### src/hw/rtl/lpfe_pkg.sv
// Package: shared types, codes and reset values of the length-prefixed frame extractor.
package lpfe_pkg;

	localparam logic [7:0]  START_MARKER_RST = 8'h7E;
	localparam logic [31:0] MAX_LEN_RST      = 32'd1048576;
	localparam logic        BIG_ENDIAN_RST   = 1'b0;

	localparam int unsigned ADDR_W = 4;

	typedef enum logic [1:0] {
		REG_START_MARKER = 2'd0,
		REG_MAX_LEN      = 2'd1,
		REG_BIG_ENDIAN   = 2'd2,
		REG_NONE         = 2'd3
	} reg_idx_t;

	typedef enum logic [1:0] {
		EV_PAYLOAD  = 2'd0,
		EV_EMPTY    = 2'd1,
		EV_BADSTART = 2'd2,
		EV_REFUSED  = 2'd3
	} ev_kind_t;

	typedef enum logic [1:0] {
		PH_START   = 2'd0,
		PH_LENGTH  = 2'd1,
		PH_COUNT   = 2'd2,
		PH_PAYLOAD = 2'd3
	} phase_t;

	typedef struct packed {
		logic [7:0]  start_marker;
		logic [31:0] max_payload_length;
		logic        length_big_endian;
	} cfg_t;

	typedef struct packed {
		logic        valid;
		ev_kind_t    event_kind;
		logic [7:0]  payload_byte;
		logic        frame_last;
	} res_t;

endpackage

### src/hw/rtl/lpfe_rx_if.sv
// Interface: received byte channel.
interface lpfe_rx_if;
	logic       valid;
	logic       ready;
	logic [7:0] rx_byte;

	modport source (output valid, output rx_byte, input ready);
	modport sink (input valid, input rx_byte, output ready);
endinterface

### src/hw/rtl/lpfe_evt_if.sv
// Interface: frame event channel.
interface lpfe_evt_if;
	logic       valid;
	logic       ready;
	logic [1:0] event_kind;
	logic [7:0] payload_byte;
	logic       frame_last;

	modport source (output valid, output event_kind, output payload_byte, output frame_last,
		input ready);
	modport sink (input valid, input event_kind, input payload_byte, input frame_last,
		output ready);
endinterface

### src/hw/rtl/length_prefixed_frame_extractor.sv
// Top level: length-prefixed frame extractor with input and result stages.
// A transferred byte is registered in the input stage, and its event, if any, in the result stage.
// Throughput: one byte per cycle; the input stage loads whenever it is empty, and both
// stages advance when the result register is empty or its event is being transferred.
// Header bytes and the payload counter are handled by the parser between the two stages.
// Reset (arst_n low, asynchronous): both stages empty, parser waiting for a start marker,
// halt cleared, registers back to marker 0x7E, limit 1048576, little-endian length.
module length_prefixed_frame_extractor (
	input  logic                        clk,
	input  logic                        arst_n,
	lpfe_rx_if.sink                     rx,
	lpfe_evt_if.source                  evt,
	input  logic                        psel,
	input  logic                        penable,
	input  logic                        pwrite,
	input  logic [lpfe_pkg::ADDR_W-1:0] paddr,
	input  logic [31:0]                 pwdata,
	output logic [31:0]                 prdata,
	output logic                        pready
);
	import lpfe_pkg::*;

	cfg_t       cfg;
	res_t       res;

	// input stage
	logic       valid_s1;
	logic [7:0] byte_s1;

	// result stage
	logic       valid_s2;
	ev_kind_t   kind_s2;
	logic [7:0] data_s2;
	logic       last_s2;

	logic       advance;
	logic       step;

	// Advance both stages whenever the result slot is free or being emptied.
	assign advance  = !valid_s2 || evt.ready;
	assign rx.ready = !valid_s1 || advance;
	assign step     = valid_s1 && advance;

	lpfe_cfg_regs u_cfg (
		.clk     (clk),
		.arst_n  (arst_n),
		.psel    (psel),
		.penable (penable),
		.pwrite  (pwrite),
		.paddr   (paddr),
		.pwdata  (pwdata),
		.prdata  (prdata),
		.pready  (pready),
		.cfg     (cfg)
	);

	lpfe_parser u_parser (
		.clk     (clk),
		.arst_n  (arst_n),
		.step    (step),
		.rx_byte (byte_s1),
		.cfg     (cfg),
		.res     (res)
	);

	// Capture each transferred byte; hold it while the result stage is stalled.
	always_ff @(posedge clk or negedge arst_n) begin
		if (!arst_n) begin
			valid_s1 <= 1'b0;
		end else if (rx.ready) begin
			valid_s1 <= rx.valid;
		end
	end

	always_ff @(posedge clk) begin
		if (rx.valid && rx.ready)
			byte_s1 <= rx.rx_byte;
	end

	// Load the parser's event, or drop to empty when the byte gave none.
	always_ff @(posedge clk or negedge arst_n) begin
		if (!arst_n) begin
			valid_s2 <= 1'b0;
		end else if (advance) begin
			valid_s2 <= res.valid;
		end
	end

	always_ff @(posedge clk) begin
		if (advance) begin
			kind_s2 <= res.event_kind;
			data_s2 <= res.payload_byte;
			last_s2 <= res.frame_last;
		end
	end

	assign evt.valid        = valid_s2;
	assign evt.event_kind   = kind_s2;
	assign evt.payload_byte = data_s2;
	assign evt.frame_last   = last_s2;

	a_err_not_last: assert property (@(posedge clk) disable iff (!arst_n)
		valid_s2 && (kind_s2 == EV_BADSTART || kind_s2 == EV_REFUSED) |-> !last_s2)
		else $error("error event flagged as frame end");
	a_empty_last: assert property (@(posedge clk) disable iff (!arst_n)
		valid_s2 && kind_s2 == EV_EMPTY |-> last_s2 && data_s2 == 8'd0)
		else $error("empty-frame marker malformed");
	a_step_only_stage: assert property (@(posedge clk) disable iff (!arst_n)
		step |=> !valid_s1 || $past(rx.valid))
		else $error("input stage filled without a transfer");

endmodule

### src/hw/rtl/lpfe_cfg_regs.sv
// Configuration registers behind the APB-style port.
module lpfe_cfg_regs (
	input  logic                         clk,
	input  logic                         arst_n,
	input  logic                         psel,
	input  logic                         penable,
	input  logic                         pwrite,
	input  logic [lpfe_pkg::ADDR_W-1:0]  paddr,
	input  logic [31:0]                  pwdata,
	output logic [31:0]                  prdata,
	output logic                         pready,
	output lpfe_pkg::cfg_t               cfg
);
	import lpfe_pkg::*;

	cfg_t     cfg_q;
	reg_idx_t idx;
	logic     wr_en;

	assign idx    = reg_idx_t'(paddr[ADDR_W-1:2]);
	assign pready = 1'b1;
	assign wr_en  = psel && penable && pwrite;
	assign cfg    = cfg_q;

	always_ff @(posedge clk or negedge arst_n) begin
		if (!arst_n) begin
			cfg_q.start_marker       <= START_MARKER_RST;
			cfg_q.max_payload_length <= MAX_LEN_RST;
			cfg_q.length_big_endian  <= BIG_ENDIAN_RST;
		end else if (wr_en) begin
			unique case (idx)
				REG_START_MARKER: cfg_q.start_marker       <= pwdata[7:0];
				REG_MAX_LEN:      cfg_q.max_payload_length <= pwdata;
				REG_BIG_ENDIAN:   cfg_q.length_big_endian  <= pwdata[0];
				default: ;
			endcase
		end
	end

	always_comb begin
		unique case (idx)
			REG_START_MARKER: prdata = {24'd0, cfg_q.start_marker};
			REG_MAX_LEN:      prdata = cfg_q.max_payload_length;
			REG_BIG_ENDIAN:   prdata = {31'd0, cfg_q.length_big_endian};
			default:          prdata = 32'd0;
		endcase
	end

endmodule

### src/hw/rtl/lpfe_parser.sv
// Frame parser: header state machine, payload counter and event decode.
module lpfe_parser (
	input  logic             clk,
	input  logic             arst_n,
	input  logic             step,
	input  logic [7:0]       rx_byte,
	input  lpfe_pkg::cfg_t   cfg,
	output lpfe_pkg::res_t   res
);
	import lpfe_pkg::*;

	phase_t      phase_q, phase_d;
	logic [31:0] gather_q, gather_d;
	logic [1:0]  idx_q, idx_d;
	logic [31:0] remain_q, remain_d;
	logic        halted_q, halted_d;
	logic        refuse;
	logic        last_byte;

	assign refuse    = gather_q > cfg.max_payload_length;
	assign last_byte = remain_q == 32'd1;

	always_ff @(posedge clk or negedge arst_n) begin
		if (!arst_n) begin
			phase_q  <= PH_START;
			gather_q <= 32'd0;
			idx_q    <= 2'd0;
			remain_q <= 32'd0;
			halted_q <= 1'b0;
		end else begin
			phase_q  <= phase_d;
			gather_q <= gather_d;
			idx_q    <= idx_d;
			remain_q <= remain_d;
			halted_q <= halted_d;
		end
	end

	// next state
	always_comb begin
		phase_d  = phase_q;
		gather_d = gather_q;
		idx_d    = idx_q;
		remain_d = remain_q;
		halted_d = halted_q;
		if (step && !halted_q) begin
			unique case (phase_q)
				PH_LENGTH: begin
					if (cfg.length_big_endian)
						gather_d = {gather_q[23:0], rx_byte};
					else
						gather_d = gather_q | (32'(rx_byte) << {idx_q, 3'b000});
					if (idx_q == 2'd3) begin
						idx_d   = 2'd0;
						phase_d = PH_COUNT;
					end else begin
						idx_d = idx_q + 2'd1;
					end
				end
				PH_COUNT: begin
					if (refuse) begin
						halted_d = 1'b1;
						phase_d  = PH_START;
					end else if (gather_q == 32'd0) begin
						phase_d = PH_START;
					end else begin
						remain_d = gather_q;
						phase_d  = PH_PAYLOAD;
					end
				end
				PH_PAYLOAD: begin
					remain_d = remain_q - 32'd1;
					if (last_byte)
						phase_d = PH_START;
				end
				default: begin
					if (rx_byte != cfg.start_marker) begin
						halted_d = 1'b1;
					end else begin
						gather_d = 32'd0;
						idx_d    = 2'd0;
						remain_d = 32'd0;
						phase_d  = PH_LENGTH;
					end
				end
			endcase
		end
	end

	// event decode
	always_comb begin
		res = '{valid: 1'b0, event_kind: EV_PAYLOAD, payload_byte: 8'd0, frame_last: 1'b0};
		if (step && !halted_q) begin
			unique case (phase_q)
				PH_LENGTH: ;
				PH_COUNT: begin
					if (refuse) begin
						res.valid      = 1'b1;
						res.event_kind = EV_REFUSED;
					end else if (gather_q == 32'd0) begin
						res.valid      = 1'b1;
						res.event_kind = EV_EMPTY;
						res.frame_last = 1'b1;
					end
				end
				PH_PAYLOAD: begin
					res.valid        = 1'b1;
					res.payload_byte = rx_byte;
					res.frame_last   = last_byte;
				end
				default: begin
					if (rx_byte != cfg.start_marker) begin
						res.valid      = 1'b1;
						res.event_kind = EV_BADSTART;
					end
				end
			endcase
		end
	end

	a_halt_sticky: assert property (@(posedge clk) disable iff (!arst_n)
		halted_q |=> halted_q) else $error("halt released without reset");
	a_halt_silent: assert property (@(posedge clk) disable iff (!arst_n)
		halted_q |-> !res.valid) else $error("event produced while halted");
	a_payload_count: assert property (@(posedge clk) disable iff (!arst_n)
		phase_q == PH_PAYLOAD |-> remain_q != 32'd0) else $error("payload phase with no bytes left");

endmodule

### src/flat_wrapper.sv
// flat-port wrapper written by rule: the top's interface ports become plain ports
module length_prefixed_frame_extractor_flat import lpfe_pkg::*;
  (clk, arst_n, psel, penable, pwrite, paddr, pwdata, prdata, pready, rx_valid, rx_rx_byte, rx_ready, evt_valid, evt_event_kind, evt_payload_byte, evt_frame_last, evt_ready);
  lpfe_rx_if rx_i ();
  lpfe_evt_if evt_i ();
  input  logic clk;
  input  logic arst_n;
  input  logic psel;
  input  logic penable;
  input  logic pwrite;
  input  logic [lpfe_pkg::ADDR_W-1:0] paddr;
  input  logic [31:0] pwdata;
  output logic [31:0] prdata;
  output logic pready;
  input wire logic [$bits(rx_i.valid)-1:0] rx_valid;
  input wire logic [$bits(rx_i.rx_byte)-1:0] rx_rx_byte;
  output wire logic [$bits(rx_i.ready)-1:0] rx_ready;
  output wire logic [$bits(evt_i.valid)-1:0] evt_valid;
  output wire logic [$bits(evt_i.event_kind)-1:0] evt_event_kind;
  output wire logic [$bits(evt_i.payload_byte)-1:0] evt_payload_byte;
  output wire logic [$bits(evt_i.frame_last)-1:0] evt_frame_last;
  input wire logic [$bits(evt_i.ready)-1:0] evt_ready;
  assign rx_i.valid = rx_valid;
  assign rx_i.rx_byte = rx_rx_byte;
  assign rx_ready = rx_i.ready;
  assign evt_valid = evt_i.valid;
  assign evt_event_kind = evt_i.event_kind;
  assign evt_payload_byte = evt_i.payload_byte;
  assign evt_frame_last = evt_i.frame_last;
  assign evt_i.ready = evt_ready;
  length_prefixed_frame_extractor u_core (.clk(clk), .arst_n(arst_n), .rx(rx_i), .evt(evt_i), .psel(psel), .penable(penable), .pwrite(pwrite), .paddr(paddr), .pwdata(pwdata), .prdata(prdata), .pready(pready));
endmodule
### config.mk
export PLATFORM = sky130hd
export DESIGN_NAME = length_prefixed_frame_extractor_flat
export DESIGN_NICKNAME = d
export VERILOG_FILES = /design/src/hw/rtl/lpfe_pkg.sv /design/src/hw/rtl/lpfe_rx_if.sv /design/src/hw/rtl/lpfe_evt_if.sv /design/src/hw/rtl/length_prefixed_frame_extractor.sv /design/src/hw/rtl/lpfe_cfg_regs.sv /design/src/hw/rtl/lpfe_parser.sv /design/src/flat_wrapper.sv
export SDC_FILE = /design/constraint.sdc
export NUM_CORES = 1
export LEC_CHECK = 0
export BUFFER_PORTS_ARGS = -buffer_cell sky130_fd_sc_hd__buf_2
export CORE_MARGIN = 3
export CORE_UTILIZATION = 50
export CTS_CLUSTER_SIZE = 16
export DETAILED_ROUTE_END_ITERATION = 10
export GPL_TIMING_DRIVEN = 0
export PLACE_DENSITY = 0.83
export SETUP_SLACK_MARGIN = 0.2
export SYNTH_ARGS = -nofsm -noshare
export SYNTH_HDL_FRONTEND = slang
export SYNTH_HIERARCHICAL = 1
export SYNTH_SLANG_ARGS = --single-unit
export TNS_END_PERCENT = 1
### constraint.sdc
create_clock -name clk -period 2.6 [get_ports clk]
set_clock_uncertainty 0.05 [all_clocks]
set_input_delay 0.52 -clock clk [delete_from_list [all_inputs] [get_ports clk]]
set_output_delay 0.52 -clock clk [all_outputs]
set_load 0.005 [all_outputs]
* Yosys cells after proc, flatten, opt, wreduce, memory -nomap -nowiden *
Index checks and enable logic that the tools add are counted.

word-level totals
  register bits = 131
  input port bits = 51
  output and inout bits = 46
  word-level logic and storage cells = 90

cells by class
  $add $sub $neg = 2
  magnitude comparators = 1
  equal/unequal tests = 16
  shift-type cells = 1
  muxes and demuxes = 29
  bitwise logic cells = 4
  reductions and logical operators = 23

operators by type and width
  operator                                                               number
  32-bit case mux with 3 select lines                                    2
  32-bit 2-to-1 mux                                                      4
  32-bit case mux with 2 select lines                                    1
  32-bit by 1-bit == test with 1-bit output (second input constant)      1
  32-bit > comparator                                                    1
  32-bit logical NOT                                                     1
  32-bit bitwise OR                                                      1
  8-bit by 5-bit left shift with 32-bit output                           1
  32-bit by 1-bit subtractor with 32-bit output (second input constant)  1
  2-bit 2-to-1 mux                                                       7
  12-bit 2-to-1 mux                                                      1
  2-bit inequality test (second input constant)                          5
  3-bit 2-to-1 mux                                                       3
  2-bit == test (second input constant)                                  4
  8-bit 2-to-1 mux                                                       1
  8-bit inequality test                                                  1
  2-bit case mux with 2 select lines                                     2
  2-bit AND reduction                                                    4
  4-bit AND reduction                                                    2
  2-bit case mux with 3 select lines                                     1
  1-bit logical AND                                                      5
  5-bit AND reduction                                                    1
  2-bit by 1-bit == test with 1-bit output (second input constant)       2
  1-bit 2-to-1 mux                                                       4
  other kinds (13)                                                       20

* Logic depth before layout (Yosys ltp) *
  word-level depth = 5
  mapped depth = 12
  mapped depth without buffers = 11

* Hierarchy *
The synthesis kept the hierarchy.

by module, submodules not included
  module                           instances  cells each  area an instance (µm²)  seq. area each (µm²)
  lpfe_parser                      1          632         5002.3                  1726.7
  lpfe_cfg_regs                    1          137         1886.8                  1034.7
  length_prefixed_frame_extractor  1          27          676.9                   620.6

* Least setup slack after synthesis *
No wires, ideal clock.

  kind = reg-to-reg
  start = reg u_core.u_parser.gather_q[14]
  end = reg u_core.valid_s2 (netlist: u_core/evt.valid)
  setup time = 0.127 ns
  arrival = 2.411 ns
  required time = 2.423 ns
  slack = 0.012 ns
  cell stages (with the launch flop) = 11
  buffers on the path = 0
  clock period less this slack = 2.588 ns
  cells stage by stage = dfrtp_1 ha_1 a21oi_2 nand2_1 a221o_1 o31a_1 a21oi_4 or2b_1 a211oi_1 a211oi_1 nand2b_1

RTL lines
  what                    line                                   source
  from (decl)             lpfe_parser.sv:13                      logic [31:0] gather_q, gather_d;
  from (signal assigned)  lpfe_parser.sv:32                      gather_q <= gather_d;
  to (signal assigned)    length_prefixed_frame_extractor.sv:85  valid_s2 <= res.valid;
  to (decl)               length_prefixed_frame_extractor.sv:31  logic valid_s2;

* Final worst setup path *
  start = reg u_core.u_parser.gather_q[11]
  end = reg u_core.u_parser.remain_q[29]

on the way
  word-level cells in the longest chain between the ends = 3
  elaborated cells on any way between the ends = 5
  classes of those cells = order compare (1); eq/ne (2); reduce/logical (2)

RTL lines
  what                                                       line                                  source
  32-bit > comparator or 32-bit logical NOT (tied branches)  lpfe_parser.sv:20, lpfe_parser.sv:64
  2-bit inequality test (no source line)                     --
  5-bit AND reduction (no source line) *                     --
  to (signal assigned)                                       lpfe_parser.sv:34                     remain_q <= remain_d;
  to (decl)                                                  lpfe_parser.sv:15                     logic [31:0] remain_q, remain_d;

Every way passes the cells marked *; elsewhere a longest branch is shown, timed or not.
A chain may end at the register's enable or synchronous reset.

==> flow_metrics.tcl <==
set metrics [dict create \
    status "finished, violations left" \
    violations "setup timing" \
    crit_chain "ha_4 > nand4_1 > buf_4 > nor4_4 > and2b_1 > o31a_1 > a21oi_4 > buf_12 > a21oi_4 > buf_6 > a21o_1 > a221o_1" \
    max_cap_viol_count 0 \
    synth.distinct_cells 65 \
    path_buf_inv 3 \
    syn_area_sq_um 7570 \
    regArea_sq_um 3410 \
    leakage_nw 4.23 \
    switching_share 0.404 \
    hold_class "in2async" \
    cts_made_buffers 17 \
    die_h_um 129 \
    cp_slowest_cell "dfrtp_2" \
    r2r_setup_slack_ns -0.38 \
    antenna_found_initial 0 \
    first_pass_iters 6 \
    p_switching_mw 4.23 \
    power_density_nw_per_um2 1100 \
    grtUsageMet2 0.441 \
    row_count 44 \
    fmax_ghz 0.335 \
    fp.coreArea_sq_um 14600 \
    crit_family "compound AO/OA/AOI/OAI gates" \
    overflow 0 \
    cts_buffer_depth 2 \
    htree_num_levels 4 \
    clock_sinks 131 \
    synth_fp_nets 886 \
    use_met3 0.0635 \
    layout_min_cycle_time_ns 2.98 \
    avgViaCountPerCell 6.35 \
    area_growth_pct 26.1 \
    start_kind "flop" \
    port_buffers 93 \
    comb_power_share 0.411 \
    period_share 1.15 \
    critPathMaxStageDelay_ns 0.45 \
    endpoint_kind "flop" \
    place_ws_ns -0.628 \
    post_drt_wl_per_cell_um 20.5 \
    cts_tree "yes" \
    fin_hold_ws_ns 0.0983 \
    io_pins 97 \
    synth_top_flop_cell "dfrtp_1" \
    setup_slack_ns -0.381 \
    synth_top_area_share 0.347 \
    yosysWarnings 6 \
    peakVddDrop_uv 564 \
    num_antenna_cells 0 \
    crit_arrival_ns 3.23 \
    worst_skew_pair.late_latency_ns 0.43 \
    rsz0062_at_grt "yes" \
    antenna_left 0 \
    avgSynthCellArea_sq_um 9.51 \
    required_ns 2.85 \
    start_util 0.517 \
    worstPathMaxFanout 6 \
    yosys.area.top_type "dfrtp_1" \
    die_w_um 129 \
    fin_tns_setup_ns -9.74 \
    critPathKind "reg2reg" \
    netlist_instances 796 \
    first_global_vias 6797 \
    dp_hpwl_um 15400 \
    yosys-top-cells-area "dfrtp_1 (35%), edfxtp_1 (7.5%), ha_1 (6.4%)" \
    path_clk_slew_ns 0.06 \
    multi_input_area_sq_um 4080 \
    vias 7250 \
    grt_max_degree 60 \
    report.final.slew_viol_count 0 \
    nNetsFinal 1034 \
    clkPwrFrac 0.249 \
    internal_power_mw 6.24 \
    path_common_cell "a21oi_4" \
    drc 0 \
    power_frac_seq 0.341 \
    busiest_layer "met2" \
    finalHoldViolations 0 \
    dieArea_sq_um 16600 \
    yosysSeqAreaShare 0.447 \
    worst_pin_slew_ns 0.711 \
    cts-root-buf "clkbuf_16" \
    async_flop_share 0.855 \
    n_fill_cell 1093 \
    track_usage 0.275 \
    synth_edf_count 19 \
    drive_above_1_share 0.308 \
    ys_seq_elements 131 \
    drtIter0Drc 894 \
    finalSetupViolCount 39 \
    dp_cells 1074 \
    routed_wl_um 23400 \
    use_met1 0.352 \
    grt_pass1_wl_um 35800 \
    fin_cells 1141 \
    globalplace.congestion 0.980 \
    slew_headroom 0.522 \
]
==> placed cells by master (no fill, tap or decap), types with 7 or more instances in the layout <==
| cell | n |
|---|---|
| edfxtp_1 | 19 |
| dfrtp_1 | 84 |
| dfstp_2 | 7 |
| nor2_1 | 81 |
| and3_1 | 13 |
| ha_4 | 10 |
| clkbuf_16 | 17 |
| nor4_1 | 12 |
| clkbuf_1 | 22 |
| mux2i_1 | 8 |
| a21oi_1 | 81 |
| and2_1 | 31 |
| ha_1 | 29 |
| nor3_1 | 12 |
| xnor2_1 | 8 |
| buf_4 | 38 |
| o21ai_0 | 71 |
| dfrtp_2 | 21 |
| a32oi_1 | 19 |
| inv_1 | 46 |
| nand3_1 | 12 |
| buf_2 | 95 |
| nand2_1 | 27 |
| nand4_1 | 13 |
| a22o_1 | 10 |
| mux2_2 | 39 |
==> synth_stat cells, types with 3 or more instances <==
library cell / n
buf_2: 4
a32oi_1: 19
mux2_1: 4
mux2i_1: 8
nand3_1: 12
a22o_1: 10
and3_1: 13
nand2_1: 27
nor2b_1: 4
dfrtp_1: 105
a221oi_1: 3
mux2_2: 39
ha_1: 39
edfxtp_1: 19
a21oi_1: 82
o21ai_0: 79
xnor2_1: 8
nor3_1: 14
inv_1: 48
nor2_1: 86
a211oi_1: 3
nor4_1: 17
or4_1: 4
nor3b_1: 4
clkbuf_1: 33
dfstp_2: 7
nand4_1: 13
a22oi_1: 4
and2_1: 31
buf_6: 4
nand2b_1: 6
==> worst register-to-register path, stage by stage, from the launching register on <==
cell	delay, ns
dfrtp_2	0.45
ha_4	0.29
nand4_1	0.13
buf_4	0.18
nor4_4	0.35
and2b_1	0.26
o31a_1	0.15
a21oi_4	0.15
buf_12	0.14
a21oi_4	0.10
buf_6	0.17
a21o_1	0.16
a221o_1	0.30
==> cell type report <==
| class | instances | share of cell area |
|---|---|---|
| buffer | 45 | 0.0254 |
| clock buffer | 18 | 0.0450 |
| clock inverter | 14 | 0.0222 |
| inverter | 48 | 0.0189 |
| multi-input combinational | 573 | 0.427 |
| sequential | 131 | 0.357 |
| tap | 184 | 0.0241 |
| timing repair buffer | 128 | 0.0800 |
==> path summary, 6_finish.rpt <==
path | to | startpoint | cells after the start
min in group clk | u_core/byte_s1[0] | rx_rx_byte[0] | 1
worst max-delay path | u_core/u_parser/remain_q[29] | u_core/u_parser/gather_q[11] | 12
max in group asynchronous | u_core/u_cfg/cfg[38] | arst_n | 2
worst min-delay path | u_core/u_cfg/cfg[12] | arst_n | 1
worst max register to register | u_core/u_parser/remain_q[29] | u_core/u_parser/gather_q[11] | 12
worst min register to register | u_core/u_parser/remain_q[13] | u_core/u_parser/remain_q[13] | 2
==> cell families (layout without fill, tap and decap cells) <==
group | Yosys count | count (layout) | share of synthesized area
AO/OA/AOI/OAI | 225 | 226 | 0.180
XOR/XNOR | 8 | 8 | 0.00926
adder cells (fa/ha/maj) | 39 | 39 | 0.0645
buffers and inverters | 93 | 253 | 0.0518
flip-flops | 131 | 131 | 0.447
multiplexers | 51 | 51 | 0.0746
other | 1 | 1 | 0.000496
AND/OR/NAND/NOR | 248 | 248 | 0.173
==> flip-flops by register name, summed over array words and instances (netlist names), 2 cells and up <==
name / count
u_core/evt.event_kind: 2
u_core/byte_s1: 8
u_core/u_parser/idx_q: 2
u_core/u_parser/remain_q: 32
u_core/u_parser/gather_q: 32
u_core/u_cfg/cfg: 41
u_core/evt.payload_byte: 8
u_core/u_parser/phase_q: 2
==> repair_timing <==
item / CTS / global route
pin swaps: 10 / 16
buffers inserted: 17 / 16
hold buffers: 0 / 0
endpoints found under the hold margin: 0 / 0
cloned: 2 / 0
endpoints found under the setup margin: 72 / 86
resized for setup: 45 / 47
==> power by group through the flow <==
stage	Clock [mW]	Combinational, mW	Sequential [mW]
final	2.61	4.30	3.57
after global routing	2.71	4.66	3.61
after CTS	2.63	3.72	3.51
after detailed placement	0	3.33	3.57
after global placement	0	3.20	3.54
after floorplan	0	2.49	3.20
==> per-layer routing <==
layer	part of all wire	wire, um	up-vias
met1	0.37	8550	3421
met2	0.47	11100	514
met4	0.057	1320	0
li1	-	-	3193
met5	0	0	-
met3	0.10	2450	122
==> metrics by stage <==
| stage | power (mW) | instance area, sq um | util |
|---|---|---|---|
| finish | 10.5 | 9540 | 0.651 |
| global route | 11.0 | 9540 | 0.651 |
| CTS | 9.86 | 9240 | 0.631 |
| detailed placement | 6.89 | 8320 | 0.568 |
| global placement | 6.74 | 8290 | 0.566 |
| floorplan | 5.69 | 7600 | - |
Power figures use the tool's default switching activity.
